===== config.mk =====
export PLATFORM = sky130hd
export DESIGN_NAME = nearest_neighbor_downscaler_core_flat
export DESIGN_NICKNAME = d
export VERILOG_FILES = /design/src/design/nnd_pkg.sv /design/src/design/nnd_in_if.sv /design/src/design/nnd_out_if.sv /design/src/design/nearest_neighbor_downscaler_core.sv /design/src/design/nnd_div.sv /design/src/design/nnd_setup.sv /design/src/design/nnd_front.sv /design/src/design/nnd_queue.sv /design/src/flat_wrapper.sv
export SDC_FILE = /design/constraint.sdc
export NUM_CORES = 2
export LEC_CHECK = 0
export ABC_AREA = 1
export BUFFER_PORTS_ARGS = -buffer_cell sky130_fd_sc_hd__buf_2
export CAP_MARGIN = 20
export CORE_ASPECT_RATIO = 1.5
export CORE_MARGIN = 2
export CORE_UTILIZATION = 45
export CTS_BUF_LIST = sky130_fd_sc_hd__clkbuf_2 sky130_fd_sc_hd__clkbuf_4 sky130_fd_sc_hd__clkbuf_8
export DETAILED_ROUTE_END_ITERATION = 10
export PLACE_DENSITY = 0.59
export SYNTH_ARGS = -nofsm -noshare
export SYNTH_HDL_FRONTEND = slang
export SYNTH_SLANG_ARGS = --single-unit
export TNS_END_PERCENT = 10

===== constraint.sdc =====
create_clock -name i_clk -period 7.8 [get_ports i_clk]
set_input_delay 0.39 -clock i_clk [delete_from_list [all_inputs] [get_ports i_clk]]
set_output_delay 0.39 -clock i_clk [all_outputs]
set_load 0.03 [all_outputs]

===== src/design/nnd_pkg.sv =====
// Shared types, constants and helpers for the nearest-neighbor downscaler.
// Used by every module of the block except nnd_queue, and by the stream interfaces.
package nnd_pkg;

    localparam int DIM_W    = 16;
    localparam int PROD_W   = 2 * DIM_W;
    localparam int NUM_CHAN = 4;
    localparam int CHAN_W   = 8;
    localparam int CNT_W    = 3;
    localparam int MAX_DIM  = 65535;
    localparam int LANES_DEF = 4;
    localparam int QUEUE_DEPTH = 4;

    localparam logic [DIM_W-1:0] MAX_SIZE_RST = DIM_W'(4096);
    localparam logic [CNT_W-1:0] CHAN_CNT_RST = CNT_W'(4);

    typedef enum logic [1:0] {
        REG_SRC_WIDTH  = 2'd0,
        REG_SRC_HEIGHT = 2'd1,
        REG_MAX_SIZE   = 2'd2,
        REG_CHAN_COUNT = 2'd3
    } t_cfg_reg;

    typedef enum logic [2:0] {
        ST_MUL,
        ST_DIV_OW,
        ST_DIV_OH,
        ST_DIV_CS,
        ST_DIV_RS,
        ST_READY
    } t_setup_state;

    // Frame geometry worked out once per configuration.
    typedef struct packed {
        logic             resize;
        logic [DIM_W-1:0] src_w;
        logic [DIM_W-1:0] src_h;
        logic [DIM_W-1:0] out_w;
        logic [DIM_W-1:0] out_h;
        logic [DIM_W-1:0] col_q;
        logic [DIM_W-1:0] col_r;
        logic [DIM_W-1:0] row_q;
        logic [DIM_W-1:0] row_r;
    } t_geom;

    function automatic logic [DIM_W-1:0] eff_dim(input logic [DIM_W-1:0] v);
        logic [DIM_W-1:0] r;
        r = v;
        if (v == '0) begin
            r = DIM_W'(1);
        end else if (v > DIM_W'(MAX_DIM)) begin
            r = DIM_W'(MAX_DIM);
        end
        return r;
    endfunction

endpackage


===== src/design/nnd_in_if.sv =====
// Source pixel stream interface: valid/ready handshake with four channel bytes.
// Depends on nnd_pkg for the channel width.
interface nnd_in_if;
    logic                          valid;
    logic                          ready;
    logic [nnd_pkg::CHAN_W-1:0]    in_chan0;
    logic [nnd_pkg::CHAN_W-1:0]    in_chan1;
    logic [nnd_pkg::CHAN_W-1:0]    in_chan2;
    logic [nnd_pkg::CHAN_W-1:0]    in_chan3;

    modport source (output valid, in_chan0, in_chan1, in_chan2, in_chan3, input ready);
    modport sink   (input valid, in_chan0, in_chan1, in_chan2, in_chan3, output ready);
endinterface


===== src/design/nnd_out_if.sv =====
// Result pixel stream interface: valid/ready handshake, channel bytes and row/frame marks.
// Depends on nnd_pkg for the channel width.
interface nnd_out_if;
    logic                          valid;
    logic                          ready;
    logic [nnd_pkg::CHAN_W-1:0]    out_chan0;
    logic [nnd_pkg::CHAN_W-1:0]    out_chan1;
    logic [nnd_pkg::CHAN_W-1:0]    out_chan2;
    logic [nnd_pkg::CHAN_W-1:0]    out_chan3;
    logic                          row_end;
    logic                          frame_end;

    modport source (output valid, out_chan0, out_chan1, out_chan2, out_chan3, row_end,
                    frame_end, input ready);
    modport sink   (input valid, out_chan0, out_chan1, out_chan2, out_chan3, row_end,
                    frame_end, output ready);
endinterface


===== src/design/nearest_neighbor_downscaler_core.sv =====
// Top level of the nearest-neighbor downscaler: configuration registers, setup, queue.
// Depends on nnd_pkg, nnd_in_if, nnd_out_if, nnd_setup, nnd_front and nnd_queue.
//
//   Port        Dir  Handshake          Carries
//   i_pix       in   valid/ready        one source pixel, four channel bytes
//   o_pix       out  valid/ready        one kept pixel, channel bytes, row/frame end
//   i_cfg_*     in   write enable only  register index and 16-bit value
//
// One pixel is taken per cycle once the frame geometry is ready and while the queue is not full.
// After reset and after any write to a size register the setup runs a multiply and four
// 32-step divisions on a shared divider, with the input held off.
// Output back-pressure fills a four-entry queue; when it is full the input is stalled.
// Reset is synchronous and active low; it restores the register defaults.
module nearest_neighbor_downscaler_core #(
    parameter int LANES = nnd_pkg::LANES_DEF
) (
    input  logic                        i_clk,
    input  logic                        i_rst_n,
    nnd_in_if.sink                      i_pix,
    nnd_out_if.source                   o_pix,
    input  logic                        i_cfg_wr_en,
    input  logic [1:0]                  i_cfg_addr,
    input  logic [nnd_pkg::DIM_W-1:0]   i_cfg_wdata
);
    localparam int DW     = nnd_pkg::DIM_W;
    localparam int CH     = nnd_pkg::CHAN_W;
    localparam int BEAT_W = LANES * CH + 2;

    logic [DW-1:0]                r_src_width, r_src_height, r_max_size;
    logic [nnd_pkg::CNT_W-1:0]    r_chan_cnt;
    logic                         dim_wr;
    logic                         geom_ok;
    nnd_pkg::t_geom               geom;
    logic [nnd_pkg::NUM_CHAN-1:0][CH-1:0] in_chans;
    logic [nnd_pkg::NUM_CHAN-1:0][CH-1:0] out_lanes;
    logic                         q_full, q_valid, push;
    logic [BEAT_W-1:0]            push_data, q_data;

    always_comb begin
        dim_wr = i_cfg_wr_en && (i_cfg_addr inside {nnd_pkg::REG_SRC_WIDTH,
                 nnd_pkg::REG_SRC_HEIGHT, nnd_pkg::REG_MAX_SIZE});
    end

    always_ff @(posedge i_clk) begin
        if (!i_rst_n) begin
            r_src_width  <= DW'(1);
            r_src_height <= DW'(1);
            r_max_size   <= nnd_pkg::MAX_SIZE_RST;
            r_chan_cnt   <= nnd_pkg::CHAN_CNT_RST;
        end else if (i_cfg_wr_en) begin
            case (nnd_pkg::t_cfg_reg'(i_cfg_addr))
                nnd_pkg::REG_SRC_WIDTH:  r_src_width  <= i_cfg_wdata;
                nnd_pkg::REG_SRC_HEIGHT: r_src_height <= i_cfg_wdata;
                nnd_pkg::REG_MAX_SIZE:   r_max_size   <= i_cfg_wdata;
                nnd_pkg::REG_CHAN_COUNT: r_chan_cnt   <= i_cfg_wdata[nnd_pkg::CNT_W-1:0];
                default: begin
                end
            endcase
        end
    end

    nnd_setup u_setup (
        .i_clk     (i_clk),
        .i_rst_n   (i_rst_n),
        .i_restart (dim_wr),
        .i_w       (nnd_pkg::eff_dim(r_src_width)),
        .i_h       (nnd_pkg::eff_dim(r_src_height)),
        .i_m       (nnd_pkg::eff_dim(r_max_size)),
        .o_ready   (geom_ok),
        .o_geom    (geom)
    );

    assign in_chans = {i_pix.in_chan3, i_pix.in_chan2, i_pix.in_chan1, i_pix.in_chan0};

    nnd_front #(
        .LANES (LANES)
    ) u_front (
        .i_clk       (i_clk),
        .i_rst_n     (i_rst_n),
        .i_clear     (dim_wr),
        .i_geom_ok   (geom_ok),
        .i_geom      (geom),
        .i_chan_cnt  (r_chan_cnt),
        .i_valid     (i_pix.valid),
        .i_chans     (in_chans),
        .o_ready     (i_pix.ready),
        .i_q_full    (q_full),
        .o_push      (push),
        .o_push_data (push_data)
    );

    nnd_queue #(
        .WIDTH (BEAT_W),
        .DEPTH (nnd_pkg::QUEUE_DEPTH)
    ) u_queue (
        .i_clk   (i_clk),
        .i_rst_n (i_rst_n),
        .i_push  (push),
        .i_data  (push_data),
        .o_full  (q_full),
        .o_valid (q_valid),
        .i_ready (o_pix.ready),
        .o_data  (q_data)
    );

    for (genvar k = 0; k < nnd_pkg::NUM_CHAN; k++) begin : g_lane
        if (k < LANES) begin : g_live
            assign out_lanes[k] = q_data[k*CH +: CH];
        end else begin : g_zero
            assign out_lanes[k] = '0;
        end
    end

    assign o_pix.valid     = q_valid;
    assign o_pix.out_chan0 = out_lanes[0];
    assign o_pix.out_chan1 = out_lanes[1];
    assign o_pix.out_chan2 = out_lanes[2];
    assign o_pix.out_chan3 = out_lanes[3];
    assign o_pix.row_end   = q_data[LANES*CH];
    assign o_pix.frame_end = q_data[LANES*CH+1];

`ifndef SYNTHESIS
    a_accept_needs_geom: assert property (@(posedge i_clk) disable iff (!i_rst_n)
        (i_pix.valid && i_pix.ready) |-> geom_ok)
        else $error("pixel transfer accepted before frame geometry was ready");

    a_frame_end_is_row_end: assert property (@(posedge i_clk) disable iff (!i_rst_n)
        (o_pix.valid && o_pix.frame_end) |-> o_pix.row_end)
        else $error("frame end marked on a pixel that does not end a row");

    a_size_write_stalls: assert property (@(posedge i_clk) disable iff (!i_rst_n)
        (i_cfg_wr_en && (i_cfg_addr == nnd_pkg::REG_SRC_WIDTH ||
         i_cfg_addr == nnd_pkg::REG_SRC_HEIGHT || i_cfg_addr == nnd_pkg::REG_MAX_SIZE))
        |=> !i_pix.ready)
        else $error("input ready right after a size register write");
`endif
endmodule


===== src/design/nnd_div.sv =====
// Restoring divider, one quotient bit per cycle, for the frame geometry setup.
// Depends on nnd_pkg for operand widths.
module nnd_div (
    input  logic                        i_clk,
    input  logic                        i_rst_n,
    input  logic                        i_abort,
    input  logic                        i_start,
    input  logic [nnd_pkg::PROD_W-1:0]  i_dividend,
    input  logic [nnd_pkg::DIM_W-1:0]   i_divisor,
    output logic                        o_done,
    output logic [nnd_pkg::PROD_W-1:0]  o_quo,
    output logic [nnd_pkg::DIM_W-1:0]   o_rem
);
    localparam int DW = nnd_pkg::DIM_W;
    localparam int PW = nnd_pkg::PROD_W;
    localparam int CW = $clog2(PW + 1);

    logic          r_busy, n_busy;
    logic          r_done, n_done;
    logic [CW-1:0] r_cnt, n_cnt;
    logic [DW-1:0] r_rem, n_rem;
    logic [PW-1:0] r_quo, n_quo;
    logic [DW-1:0] r_dvs, n_dvs;
    logic [DW:0]   trial;
    logic [DW:0]   diff;
    logic          ge;

    always_comb begin
        trial = {r_rem, r_quo[PW-1]};
        diff  = trial - {1'b0, r_dvs};
        ge    = trial >= {1'b0, r_dvs};
        n_busy = r_busy;
        n_done = 1'b0;
        n_cnt  = r_cnt;
        n_rem  = r_rem;
        n_quo  = r_quo;
        n_dvs  = r_dvs;
        if (i_abort) begin
            n_busy = 1'b0;
        end else if (i_start) begin
            n_busy = 1'b1;
            n_cnt  = CW'(PW);
            n_rem  = '0;
            n_quo  = i_dividend;
            n_dvs  = i_divisor;
        end else if (r_busy) begin
            n_rem = ge ? diff[DW-1:0] : trial[DW-1:0];
            n_quo = {r_quo[PW-2:0], ge};
            n_cnt = r_cnt - CW'(1);
            if (r_cnt == CW'(1)) begin
                n_busy = 1'b0;
                n_done = 1'b1;
            end
        end
    end

    always_ff @(posedge i_clk) begin
        if (!i_rst_n) begin
            r_busy <= 1'b0;
            r_done <= 1'b0;
            r_cnt  <= '0;
        end else begin
            r_busy <= n_busy;
            r_done <= n_done;
            r_cnt  <= n_cnt;
        end
        r_rem <= n_rem;
        r_quo <= n_quo;
        r_dvs <= n_dvs;
    end

    assign o_done = r_done;
    assign o_quo  = r_quo;
    assign o_rem  = r_rem;
endmodule


===== src/design/nnd_setup.sv =====
// Works out output size and per-step source increments for the current configuration.
// Depends on nnd_pkg and on nnd_div, which it shares across four divisions.
module nnd_setup (
    input  logic                       i_clk,
    input  logic                       i_rst_n,
    input  logic                       i_restart,
    input  logic [nnd_pkg::DIM_W-1:0]  i_w,
    input  logic [nnd_pkg::DIM_W-1:0]  i_h,
    input  logic [nnd_pkg::DIM_W-1:0]  i_m,
    output logic                       o_ready,
    output nnd_pkg::t_geom             o_geom
);
    localparam int DW = nnd_pkg::DIM_W;
    localparam int PW = nnd_pkg::PROD_W;

    nnd_pkg::t_setup_state r_state, n_state;
    logic                  r_kick, n_kick;
    logic [PW-1:0]         r_prod_w;
    logic [PW-1:0]         r_prod_h;
    logic [DW-1:0]         r_big;
    nnd_pkg::t_geom        r_geom;

    logic                  div_done;
    logic [PW-1:0]         div_quo;
    logic [DW-1:0]         div_rem;
    logic [PW-1:0]         dividend;
    logic [DW-1:0]         divisor;
    logic [DW-1:0]         quo_lo;

    always_comb begin
        n_state = r_state;
        case (r_state)
            nnd_pkg::ST_MUL: begin
                n_state = nnd_pkg::ST_DIV_OW;
            end
            nnd_pkg::ST_DIV_OW: begin
                if (div_done) begin
                    n_state = nnd_pkg::ST_DIV_OH;
                end
            end
            nnd_pkg::ST_DIV_OH: begin
                if (div_done) begin
                    n_state = nnd_pkg::ST_DIV_CS;
                end
            end
            nnd_pkg::ST_DIV_CS: begin
                if (div_done) begin
                    n_state = nnd_pkg::ST_DIV_RS;
                end
            end
            nnd_pkg::ST_DIV_RS: begin
                if (div_done) begin
                    n_state = nnd_pkg::ST_READY;
                end
            end
            nnd_pkg::ST_READY: begin
                n_state = nnd_pkg::ST_READY;
            end
            default: begin
                n_state = nnd_pkg::ST_MUL;
            end
        endcase
        if (i_restart) begin
            n_state = nnd_pkg::ST_MUL;
        end
        n_kick = (n_state != r_state) && (n_state != nnd_pkg::ST_MUL) &&
                 (n_state != nnd_pkg::ST_READY);
    end

    always_comb begin
        dividend = '0;
        divisor  = DW'(1);
        o_ready  = 1'b0;
        case (r_state)
            nnd_pkg::ST_DIV_OW: begin
                dividend = r_prod_w;
                divisor  = r_big;
            end
            nnd_pkg::ST_DIV_OH: begin
                dividend = r_prod_h;
                divisor  = r_big;
            end
            nnd_pkg::ST_DIV_CS: begin
                dividend = PW'(r_geom.src_w);
                divisor  = r_geom.out_w;
            end
            nnd_pkg::ST_DIV_RS: begin
                dividend = PW'(r_geom.src_h);
                divisor  = r_geom.out_h;
            end
            nnd_pkg::ST_READY: begin
                o_ready = 1'b1;
            end
            default: begin
                o_ready = 1'b0;
            end
        endcase
    end

    nnd_div u_div (
        .i_clk      (i_clk),
        .i_rst_n    (i_rst_n),
        .i_abort    (i_restart),
        .i_start    (r_kick),
        .i_dividend (dividend),
        .i_divisor  (divisor),
        .o_done     (div_done),
        .o_quo      (div_quo),
        .o_rem      (div_rem)
    );

    assign quo_lo = div_quo[DW-1:0];

    always_ff @(posedge i_clk) begin
        if (!i_rst_n) begin
            r_state <= nnd_pkg::ST_MUL;
            r_kick  <= 1'b0;
        end else begin
            r_state <= n_state;
            r_kick  <= n_kick;
        end
        case (r_state)
            nnd_pkg::ST_MUL: begin
                r_prod_w      <= PW'(i_w) * PW'(i_m);
                r_prod_h      <= PW'(i_h) * PW'(i_m);
                r_big         <= (i_w > i_h) ? i_w : i_h;
                r_geom.src_w  <= i_w;
                r_geom.src_h  <= i_h;
                r_geom.resize <= (i_w > i_m) || (i_h > i_m);
            end
            nnd_pkg::ST_DIV_OW: begin
                if (div_done) begin
                    if (!r_geom.resize) begin
                        r_geom.out_w <= r_geom.src_w;
                    end else if (quo_lo == '0) begin
                        r_geom.out_w <= DW'(1);
                    end else begin
                        r_geom.out_w <= quo_lo;
                    end
                end
            end
            nnd_pkg::ST_DIV_OH: begin
                if (div_done) begin
                    if (!r_geom.resize) begin
                        r_geom.out_h <= r_geom.src_h;
                    end else if (quo_lo == '0) begin
                        r_geom.out_h <= DW'(1);
                    end else begin
                        r_geom.out_h <= quo_lo;
                    end
                end
            end
            nnd_pkg::ST_DIV_CS: begin
                if (div_done) begin
                    r_geom.col_q <= quo_lo;
                    r_geom.col_r <= div_rem;
                end
            end
            nnd_pkg::ST_DIV_RS: begin
                if (div_done) begin
                    r_geom.row_q <= quo_lo;
                    r_geom.row_r <= div_rem;
                end
            end
            default: begin
            end
        endcase
    end

    assign o_geom = r_geom;
endmodule


===== src/design/nnd_front.sv =====
// Input side: tracks source and output positions, picks the pixels to keep and marks ends.
// Depends on nnd_pkg for the geometry struct and widths.
module nnd_front #(
    parameter int LANES = nnd_pkg::LANES_DEF
) (
    input  logic                                            i_clk,
    input  logic                                            i_rst_n,
    input  logic                                            i_clear,
    input  logic                                            i_geom_ok,
    input  nnd_pkg::t_geom                                  i_geom,
    input  logic [nnd_pkg::CNT_W-1:0]                       i_chan_cnt,
    input  logic                                            i_valid,
    input  logic [nnd_pkg::NUM_CHAN-1:0][nnd_pkg::CHAN_W-1:0] i_chans,
    output logic                                            o_ready,
    input  logic                                            i_q_full,
    output logic                                            o_push,
    output logic [LANES*nnd_pkg::CHAN_W+1:0]                o_push_data
);
    localparam int DW = nnd_pkg::DIM_W;
    localparam int CH = nnd_pkg::CHAN_W;
    localparam int LW = LANES * CH;

    logic [DW-1:0] r_col, r_row, r_ocol, r_orow, r_wcol, r_wrow, r_crem, r_rrem;
    logic [DW-1:0] n_wcol, n_wrow, n_crem, n_rrem;
    logic [DW:0]   csum, rsum, cdiff, rdiff;
    logic          cwrap, rwrap;
    logic          fire, hit, sel, re, fe;
    logic          src_last_col, src_last_row, o_last_col, o_last_row;
    logic [LW-1:0] lanes;

    assign o_ready = i_geom_ok && !i_q_full && !i_clear;
    assign fire    = i_valid && o_ready;

    always_comb begin
        src_last_col = r_col == i_geom.src_w - DW'(1);
        src_last_row = r_row == i_geom.src_h - DW'(1);
        o_last_col   = r_ocol == i_geom.out_w - DW'(1);
        o_last_row   = r_orow == i_geom.out_h - DW'(1);
        hit = (r_orow < i_geom.out_h) && (r_row == r_wrow) && (r_col == r_wcol);
        sel = i_geom.resize ? hit : 1'b1;
        re  = i_geom.resize ? o_last_col : src_last_col;
        fe  = re && (i_geom.resize ? o_last_row : src_last_row);

        csum   = {1'b0, r_crem} + {1'b0, i_geom.col_r};
        cdiff  = csum - {1'b0, i_geom.out_w};
        cwrap  = csum >= {1'b0, i_geom.out_w};
        n_crem = cwrap ? cdiff[DW-1:0] : csum[DW-1:0];
        n_wcol = r_wcol + i_geom.col_q + DW'(cwrap);

        rsum   = {1'b0, r_rrem} + {1'b0, i_geom.row_r};
        rdiff  = rsum - {1'b0, i_geom.out_h};
        rwrap  = rsum >= {1'b0, i_geom.out_h};
        n_rrem = rwrap ? rdiff[DW-1:0] : rsum[DW-1:0];
        n_wrow = r_wrow + i_geom.row_q + DW'(rwrap);

        for (int k = 0; k < LANES; k++) begin
            lanes[k*CH +: CH] = (i_chan_cnt > nnd_pkg::CNT_W'(k)) ? i_chans[k] : '0;
        end
    end

    assign o_push      = fire && sel;
    assign o_push_data = {fe, re, lanes};

    always_ff @(posedge i_clk) begin
        if (!i_rst_n || i_clear) begin
            r_col  <= '0;
            r_row  <= '0;
            r_ocol <= '0;
            r_orow <= '0;
            r_wcol <= '0;
            r_wrow <= '0;
            r_crem <= '0;
            r_rrem <= '0;
        end else if (fire) begin
            if (src_last_col && src_last_row) begin
                r_col  <= '0;
                r_row  <= '0;
                r_ocol <= '0;
                r_orow <= '0;
                r_wcol <= '0;
                r_wrow <= '0;
                r_crem <= '0;
                r_rrem <= '0;
            end else begin
                if (i_geom.resize && hit) begin
                    if (o_last_col) begin
                        r_ocol <= '0;
                        r_wcol <= '0;
                        r_crem <= '0;
                        r_orow <= r_orow + DW'(1);
                        r_wrow <= n_wrow;
                        r_rrem <= n_rrem;
                    end else begin
                        r_ocol <= r_ocol + DW'(1);
                        r_wcol <= n_wcol;
                        r_crem <= n_crem;
                    end
                end
                if (src_last_col) begin
                    r_col <= '0;
                    r_row <= r_row + DW'(1);
                end else begin
                    r_col <= r_col + DW'(1);
                end
            end
        end
    end
endmodule


===== src/design/nnd_queue.sv =====
// Short first-in first-out queue between the classifier and the output port.
// Standalone; the head entry drives the output directly from its register.
module nnd_queue #(
    parameter int WIDTH = 34,
    parameter int DEPTH = 4
) (
    input  logic             i_clk,
    input  logic             i_rst_n,
    input  logic             i_push,
    input  logic [WIDTH-1:0] i_data,
    output logic             o_full,
    output logic             o_valid,
    input  logic             i_ready,
    output logic [WIDTH-1:0] o_data
);
    localparam int AW = (DEPTH > 1) ? $clog2(DEPTH) : 1;
    localparam int CW = $clog2(DEPTH + 1);

    logic [WIDTH-1:0] r_mem [DEPTH];
    logic [AW-1:0]    r_wptr, r_rptr;
    logic [CW-1:0]    r_cnt;
    logic             push, pop;

    assign o_full  = r_cnt == CW'(DEPTH);
    assign o_valid = r_cnt != '0;
    assign o_data  = r_mem[r_rptr];
    assign push    = i_push && !o_full;
    assign pop     = o_valid && i_ready;

    always_ff @(posedge i_clk) begin
        if (!i_rst_n) begin
            r_wptr <= '0;
            r_rptr <= '0;
            r_cnt  <= '0;
        end else begin
            if (push) begin
                r_wptr <= (r_wptr == AW'(DEPTH - 1)) ? '0 : r_wptr + AW'(1);
            end
            if (pop) begin
                r_rptr <= (r_rptr == AW'(DEPTH - 1)) ? '0 : r_rptr + AW'(1);
            end
            r_cnt <= r_cnt + CW'(push) - CW'(pop);
        end
        if (push) begin
            r_mem[r_wptr] <= i_data;
        end
    end
endmodule

===== src/flat_wrapper.sv =====
// flat-port wrapper written by rule: the top's interface ports become plain ports
module nearest_neighbor_downscaler_core_flat 
#(
    parameter int LANES = nnd_pkg::LANES_DEF
)
  (i_clk, i_rst_n, i_cfg_wr_en, i_cfg_addr, i_cfg_wdata, i_pix_valid, i_pix_in_chan0, i_pix_in_chan1, i_pix_in_chan2, i_pix_in_chan3, i_pix_ready, o_pix_valid, o_pix_out_chan0, o_pix_out_chan1, o_pix_out_chan2, o_pix_out_chan3, o_pix_row_end, o_pix_frame_end, o_pix_ready);
  nnd_in_if i_pix_i ();
  nnd_out_if o_pix_i ();
  input  logic i_clk;
  input  logic i_rst_n;
  input  logic i_cfg_wr_en;
  input  logic [1:0] i_cfg_addr;
  input  logic [nnd_pkg::DIM_W-1:0] i_cfg_wdata;
  input wire logic [$bits(i_pix_i.valid)-1:0] i_pix_valid;
  input wire logic [$bits(i_pix_i.in_chan0)-1:0] i_pix_in_chan0;
  input wire logic [$bits(i_pix_i.in_chan1)-1:0] i_pix_in_chan1;
  input wire logic [$bits(i_pix_i.in_chan2)-1:0] i_pix_in_chan2;
  input wire logic [$bits(i_pix_i.in_chan3)-1:0] i_pix_in_chan3;
  output wire logic [$bits(i_pix_i.ready)-1:0] i_pix_ready;
  output wire logic [$bits(o_pix_i.valid)-1:0] o_pix_valid;
  output wire logic [$bits(o_pix_i.out_chan0)-1:0] o_pix_out_chan0;
  output wire logic [$bits(o_pix_i.out_chan1)-1:0] o_pix_out_chan1;
  output wire logic [$bits(o_pix_i.out_chan2)-1:0] o_pix_out_chan2;
  output wire logic [$bits(o_pix_i.out_chan3)-1:0] o_pix_out_chan3;
  output wire logic [$bits(o_pix_i.row_end)-1:0] o_pix_row_end;
  output wire logic [$bits(o_pix_i.frame_end)-1:0] o_pix_frame_end;
  input wire logic [$bits(o_pix_i.ready)-1:0] o_pix_ready;
  assign i_pix_i.valid = i_pix_valid;
  assign i_pix_i.in_chan0 = i_pix_in_chan0;
  assign i_pix_i.in_chan1 = i_pix_in_chan1;
  assign i_pix_i.in_chan2 = i_pix_in_chan2;
  assign i_pix_i.in_chan3 = i_pix_in_chan3;
  assign i_pix_ready = i_pix_i.ready;
  assign o_pix_valid = o_pix_i.valid;
  assign o_pix_out_chan0 = o_pix_i.out_chan0;
  assign o_pix_out_chan1 = o_pix_i.out_chan1;
  assign o_pix_out_chan2 = o_pix_i.out_chan2;
  assign o_pix_out_chan3 = o_pix_i.out_chan3;
  assign o_pix_row_end = o_pix_i.row_end;
  assign o_pix_frame_end = o_pix_i.frame_end;
  assign o_pix_i.ready = o_pix_ready;
  nearest_neighbor_downscaler_core #(.LANES(LANES)) u_core (.i_clk(i_clk), .i_rst_n(i_rst_n), .i_pix(i_pix_i), .o_pix(o_pix_i), .i_cfg_wr_en(i_cfg_wr_en), .i_cfg_addr(i_cfg_addr), .i_cfg_wdata(i_cfg_wdata));
endmodule

## After elaboration in Yosys (flattened, before gate mapping)

Memory sizes are Yosys's and may differ from the RTL's. A register that Yosys moved wholly into a read port is not among the register bits.
Index checks and enable logic that the tools add are counted.

| cells by class | value |
|---|---|
| add/subtract/negate cells | 22 |
| multiply operators | 2 |
| order comparisons | 14 |
| equality and inequality tests | 20 |
| mux-type cells | 66 |
| bitwise operators | 3 |
| reductions and logical operators | 48 |

Operator list:

| cell | count |
|---|---|
| 16-bit 2-to-1 mux | 36 |
| 32-bit one-hot mux with 4 select lines | 1 |
| 16-bit == test | 6 |
| 16-bit by 1-bit adder with 16-bit output, second input constant | 4 |
| 16-bit logical NOT | 4 |
| 16-bit by 16-bit multiplier with 32-bit output | 2 |
| 32-bit 2-to-1 mux | 2 |
| 16-bit by 1-bit subtractor with 16-bit output, second input constant | 4 |
| 17-bit by 16-bit greater-or-equal comparator with 1-bit output | 3 |
| 16-bit > comparator | 3 |
| 16-bit > comparator, second input constant | 3 |
| 16-bit one-hot mux with 3 select lines | 1 |
| 16-bit subtractor | 3 |
| 16-bit by 16-bit adder with 17-bit output | 2 |
| 16-bit by 1-bit adder with 16-bit output | 2 |
| 16-bit adder | 2 |
| 8-bit 2-to-1 mux | 4 |
| 2-bit AND reduction | 12 |
| 3-bit one-hot mux with 6 select lines | 1 |
| 16-bit less-than comparator | 1 |
| 3-bit 2-to-1 mux | 5 |
| 1-bit logical AND | 14 |
| 6-bit 2-to-1 mux | 2 |
| 1-bit 2-to-1 mux | 10 |
| other kinds (25) | 48 |

| word-level totals | value |
|---|---|
| register bits after elaboration | 471 |
| RAM bits | 136 |
| output and inout port bits | 36 |
| logic and storage cells | 211 |
| memories | 1 |

Memories:

| memory | words | width | read ports | clocked after memory_dff | wr ports | line | text |
|---|---|---|---|---|---|---|---|
| u_core.u_queue.r_mem | 4 | 34 | 1 | 1 | 1 | nnd_queue.sv:19 | `logic [WIDTH-1:0] r_mem [DEPTH];` |

## Longest topological paths before layout

| logic depth | value |
|---|---|
| depth in word-level cells | 10 |
| depth in mapped cells | 33 |
| depth with buffers taken out | 33 |

## By module

Synthesis repeated with hierarchy kept, for this count alone.

| unflattened totals | value |
|---|---|
| cells, all modules | 7494 |
| area, all modules | 56833.3 sq um |

By module, submodules not included:

| module | instances | cells each | area an instance (sq um) |
|---|---|---|---|
| nnd_setup | 1 | 3466 | 28412.2 |
| nnd_front | 1 | 2785 | 16199.3 |
| nnd_queue | 1 | 398 | 5743.0 |
| nnd_div | 1 | 520 | 4282.9 |
| nearest_neighbor_downscaler_core | 1 | 325 | 2195.9 |

## Least setup slack after synthesis

Ideal clock, no wire load.

| path | value |
|---|---|
| path type | reg2reg |
| from | reg u_core.r_max_size[1] |
| to | reg u_core.u_setup.r_prod_h[26], data pin |
| arrival time | 5507 ps |
| data required time | 7541 ps |
| setup slack | 2034 ps |
| cell stages (with the launch flop) | 20 |
| path buffers | 2 |
| period minus slack after synthesis | 5766 ps |
| cell sequence | dfxtp_1 clkbuf_1 clkbuf_1 nand2_1 fa_1 fa_1 fa_1 fa_1 inv_1 fa_1 inv_1 fa_1 inv_1 ha_1 a21oi_1 o21a_1 a21boi_0 o21ai_0 a21oi_1 xnor2_1 |

| on the way | value |
|---|---|
| longest elaborated chain between the ends | 4 |
| elaborated cells between the ends (all ways) | 5 |
| classes of those cells | mul: 1; order compare: 1; mux: 2; reduce/logical: 1 |

RTL lines:

| element | line | text |
|---|---|---|
| from (decl) | nearest_neighbor_downscaler_core.sv:29 | `logic [DW-1:0] r_src_width, r_src_height, r_max_size;` |
| from (signal assigned) | nearest_neighbor_downscaler_core.sv:48 | `r_max_size <= nnd_pkg::MAX_SIZE_RST;` |
| from (signal assigned) | nearest_neighbor_downscaler_core.sv:54 | `nnd_pkg::REG_MAX_SIZE: r_max_size <= i_cfg_wdata;` |
| 16-bit > comparator | nnd_pkg.sv:51 | `end else if (v > DIM_W'(MAX_DIM)) begin` |
| 16-bit 2-to-1 mux | nnd_pkg.sv:51 |  |
| 16-bit 2-to-1 mux * | nnd_pkg.sv:49 | `if (v == '0) begin` |
| 16-bit by 16-bit multiplier with 32-bit output * | nnd_setup.sv:125 | `r_prod_h <= PW'(i_h) * PW'(i_m);` |
| to (signal assigned) | nnd_setup.sv:125 |  |
| to (decl) | nnd_setup.sv:19 | `logic [PW-1:0] r_prod_h;` |

Mark *: on every way between the ends. The rest lies on a longest branch, timed or not.
A chain may end at the register's enable or synchronous reset.

## Final worst setup path

| path | value |
|---|---|
| from | reg u_core.r_src_height[5] |
| to | reg u_core.u_setup.r_prod_h[29], data pin |

| on the way | value |
|---|---|
| longest elaborated chain between the ends | 4 |
| elaborated cells between the ends (all ways) | 5 |
| classes of those cells | mul: 1; order compare: 1; mux: 2; reduce/logical: 1 |

RTL lines:

| element | line | text |
|---|---|---|
| from (decl) | nearest_neighbor_downscaler_core.sv:29 |  |
| from (signal assigned) | nearest_neighbor_downscaler_core.sv:53 | `nnd_pkg::REG_SRC_HEIGHT: r_src_height <= i_cfg_wdata;` |
| 16-bit > comparator | nnd_pkg.sv:51 |  |
| 16-bit 2-to-1 mux | nnd_pkg.sv:51 |  |
| 16-bit 2-to-1 mux * | nnd_pkg.sv:49 |  |
| net u_core.u_setup.i_h, one bit | nnd_setup.sv:8 | `input logic [nnd_pkg::DIM_W-1:0] i_h,` |
| 16-bit by 16-bit multiplier with 32-bit output * | nnd_setup.sv:125 |  |

Mark *: on every way through the listed nets, which the timed path passes. The rest lies on a longest branch.

==> results.sh <==
export IMPL_overflow=0
export IMPL_synth_edff_count=409
export IMPL_cts_sinks=609
export IMPL_cts_tree="yes"
export IMPL_max_stage_delay_ns=0.56
export IMPL_synth_area_um2=52900
export IMPL_crit_path_cell_trace="nor4_1 > nand4_1 > nand2_1 > inv_1 > nor2_1 > ha_1 > inv_1 > fa_1 > inv_1 > fa_1 > fa_1 > fa_1 > inv_1 > fa_1 > inv_1 > ha_1 > nand2_1 > nor4_1 > nand3_1 > nand3_1 > a21oi_1 > o21bai_1 > xor2_1"
export IMPL_power_leakage_nw=27.8
export IMPL_cts_buffers=102
export IMPL_numPortBuffers=90
export IMPL_ys_seq_area_share_pct=30.8
export IMPL_fmax_mhz=145
export IMPL_multi_input_area_um2=31200
export IMPL_power_frac_comb_pct=21.7
export IMPL_syn_nets=7431
export IMPL_synth_seq_cells=609
export IMPL_grt_pass1_wl_um=265000
export IMPL_synthFlopType="edfxtp_1"
export IMPL_seqPwrFrac_pct=42.3
export IMPL_synth_area_leaders="edfxtp_1, fa_1, nand2_1"
export IMPL_synth_top_area_cell="edfxtp_1"
export IMPL_synthArstFlopShare_pct=0
export IMPL_ios=91
export IMPL_slew_headroom_pct=24.1
export IMPL_grt_max_degree=74
export IMPL_clockPowerShare_pct=36.0
export IMPL_drt_initial_drc_count=3201
export IMPL_setup_tns_ns=0
export IMPL_synth_common_cells="nand2_1, inv_1, nor2_1"
export IMPL_yosysWarnings=0
export IMPL_vias_per_cell=5.35
export IMPL_swShare_pct=33.3
export IMPL_tightestPinTransition_ns=1.14
export IMPL_final_core_utilization_pct=49.4
export IMPL_crit_arrival_ns=7.44
export IMPL_drt_total_wl_um=175000
export IMPL_cts_max_path_buffers=3
export IMPL_clk_latency_ns=0.84
export IMPL_initial_core_util_pct=45.2
export IMPL_finalCriticalPeriod_ns=6.90
export IMPL_fin_skew_ns=0.0835
export IMPL_cp_start_kind="flip-flop"
export IMPL_cts_root_buf="clkbuf_8"
export IMPL_syn_area_per_cell_um2=8.07
export IMPL_place_gp_congestion=0.983
export IMPL_slew_violations=0
export IMPL_nNetsFinal=7474
export IMPL_drt_first_pass_iters=6
export IMPL_status="finished clean"
export IMPL_die_h_um=424
export IMPL_endpoint_kind="flip-flop"
export IMPL_synthCells=6549
export IMPL_max_vdd_ir_drop_uv=143
export IMPL_drc=0
export IMPL_dp_hpwl_um=136000
export IMPL_critPathRequiredTime_ns=8.34
export IMPL_antenna_found_initial=2
export IMPL_maxCapViolCount=0
export IMPL_ctsResizeCount=0
export IMPL_h_tree_depth=3
export IMPL_ant_nets=0
export IMPL_path_class="reg -> reg"
export IMPL_finalCritPeriodShare_pct=88.5
export IMPL_die_area_um2=120000
export IMPL_fp_dieW_um=284
export IMPL_register_area_um2=16300
export IMPL_p_int_mw=6.02
export IMPL_grt_pass1_vias=45000
export IMPL_finalSetupViolations=0
export IMPL_drive_gt1_share_pct=6.74
export IMPL_path_max_fanout=20
export IMPL_powerDensity_nw_per_um2=156
export IMPL_grt_usage_pct=29.0
export IMPL_wl_per_cell_um=21.2
export IMPL_syn_to_final_growth_pct=9.25
export IMPL_synthDominantCellAreaShare_pct=23.2
export IMPL_nFillCells=11500
export IMPL_hold_viol=0
export IMPL_clk_pin_slew_ns=0.07
export IMPL_p_switching_mw=3.01
export IMPL_num_vias=44100
export IMPL_rsz0062_at_grt="false"
export IMPL_hold_path_class="in -> reg"
export IMPL_worst_path_max_delay_cell="dfxtp_1"
export IMPL_yosysMostFrequentCell="nand2_1"
export IMPL_row_count=154
export IMPL_synth_cell_types=57
export IMPL_coreArea_um2=117000
-- cells in the final DEF, fill, tap and decap left out, types with 119 or more instances in the layout --
master,instances
nand2_1,1464
inv_1,1129
nor2_1,493
ha_1,429
edfxtp_1,409
fa_1,398
a21oi_1,372
o21ai_0,304
nand3_1,295
dfxtp_1,199
xor2_1,159
clkbuf_8,119
-- path summary, 6_finish.rpt --
check | from | end | slack [ns] | cells past startpoint
max | u_core.r_src_height[5] | u_core.u_setup.r_prod_h[29] | 0.90 | 23
min | i_cfg_addr[0] | u_core.r_src_width[0] | 0.14 | 5
max reg2reg | u_core.r_src_height[5] | u_core.u_setup.r_prod_h[29] | 0.90 | 23
min reg2reg | u_core.u_setup.u_div.o_quo[30] | u_core.u_setup.u_div.o_quo[31] | 0.45 | 2
-- metal layers --
| layer | vias up | global-route usage, % | share of wire [%] |
|---|---|---|---|
| met5 | - | 0 | 0 |
| met4 | 0 | 21.4 | 8.5 |
| met3 | 477 | 3.30 | 4.3 |
| met2 | 1307 | 52.3 | 51 |
| met1 | 21300 | 31.3 | 37 |
| li1 | 21000 | - | - |
-- kinds of logic after synthesis --
logic type	count (synthesis)	share of synthesized area [%]
DFF	609	30.8
AOI/OAI and AO/OA	860	9.04
adders and majority gates	827	25.2
xor gates and xnor gates	256	4.24
and+or+nand+nor	2555	20.3
buffers and inverters	1442	10.4
-- critical path: cells and delay by family, from the launching register on --
kind / cells / cell delay, ns
xor+xnor: 1 / 0.10
buf+inv: 5 / 0.51
flops: 1 / 0.56
simple gates: 8 / 2.27
compound gates: 2 / 0.29
fa+ha+maj: 7 / 2.88
-- final cells by class --
type | instances | share of cell area (%)
clock inverters | 42 | 0.778
well taps | 1560 | 3.38
diodes | 1 | 0.00433
clock buffers | 151 | 3.25
inverters | 1143 | 7.43
repair buffers | 238 | 2.99
flip-flops and latches | 609 | 28.2
multi-input cells | 4498 | 54.0
-- registers in the layout, indices dropped and copies added (netlist names), 16 cells and up, named ones only --
register / flops
u_core.r_src_height: 16
u_core.r_src_width: 16
u_core.u_front.r_rrem: 16
u_core.u_setup.r_big: 16
u_core.u_front.r_ocol: 16
u_core.u_front.r_col: 16
u_core.u_setup.o_geom: 129
u_core.u_setup.u_div.o_quo: 32
u_core.u_front.r_wcol: 16
u_core.u_front.r_wrow: 16
u_core.u_front.r_orow: 16
u_core.u_setup.r_prod_h: 32
u_core.u_setup.r_prod_w: 32
u_core.u_setup.u_div.r_dvs: 16
u_core.u_setup.u_div.o_rem: 16
u_core.u_front.r_row: 16
u_core.u_front.r_crem: 16
u_core.r_max_size: 16
u_core.u_queue.r_mem: 136
-- power by group through the flow --
stage / logic [mW] / clock network (mW) / registers (mW)
2_1_floorplan: 1.32 / 0 / 3.76
6_report: 1.96 / 3.25 / 3.82
5_1_grt: 2.16 / 3.45 / 3.82
3_5_place_dp: 1.92 / 0 / 3.88
3_3_place_gp: 1.91 / 0 / 3.88
4_1_cts: 1.95 / 3.32 / 3.81
-- per-stage QoR --
stage	cell area [µm²]	instances	hold slack [ns]	power (mW)	setup slack, ns
4_1_cts	57700	8240	0.0795	9.08	0.971
2_1_floorplan	52900	6549	0.444	5.08	2.03
5_1_grt	57700	8242	0.124	9.43	0.606
3_3_place_gp	54800	7991	0.455	5.79	1.05
6_report	57700	8242	0.140	9.03	0.896
3_5_place_dp	54900	7993	0.462	5.80	0.960
-- what timing repair did --
action                    CTS  global route
hold endpoints to repair  176             0
hold buffers               54             0
setup buffers               0             0
Power figures use the tool's default switching activity.
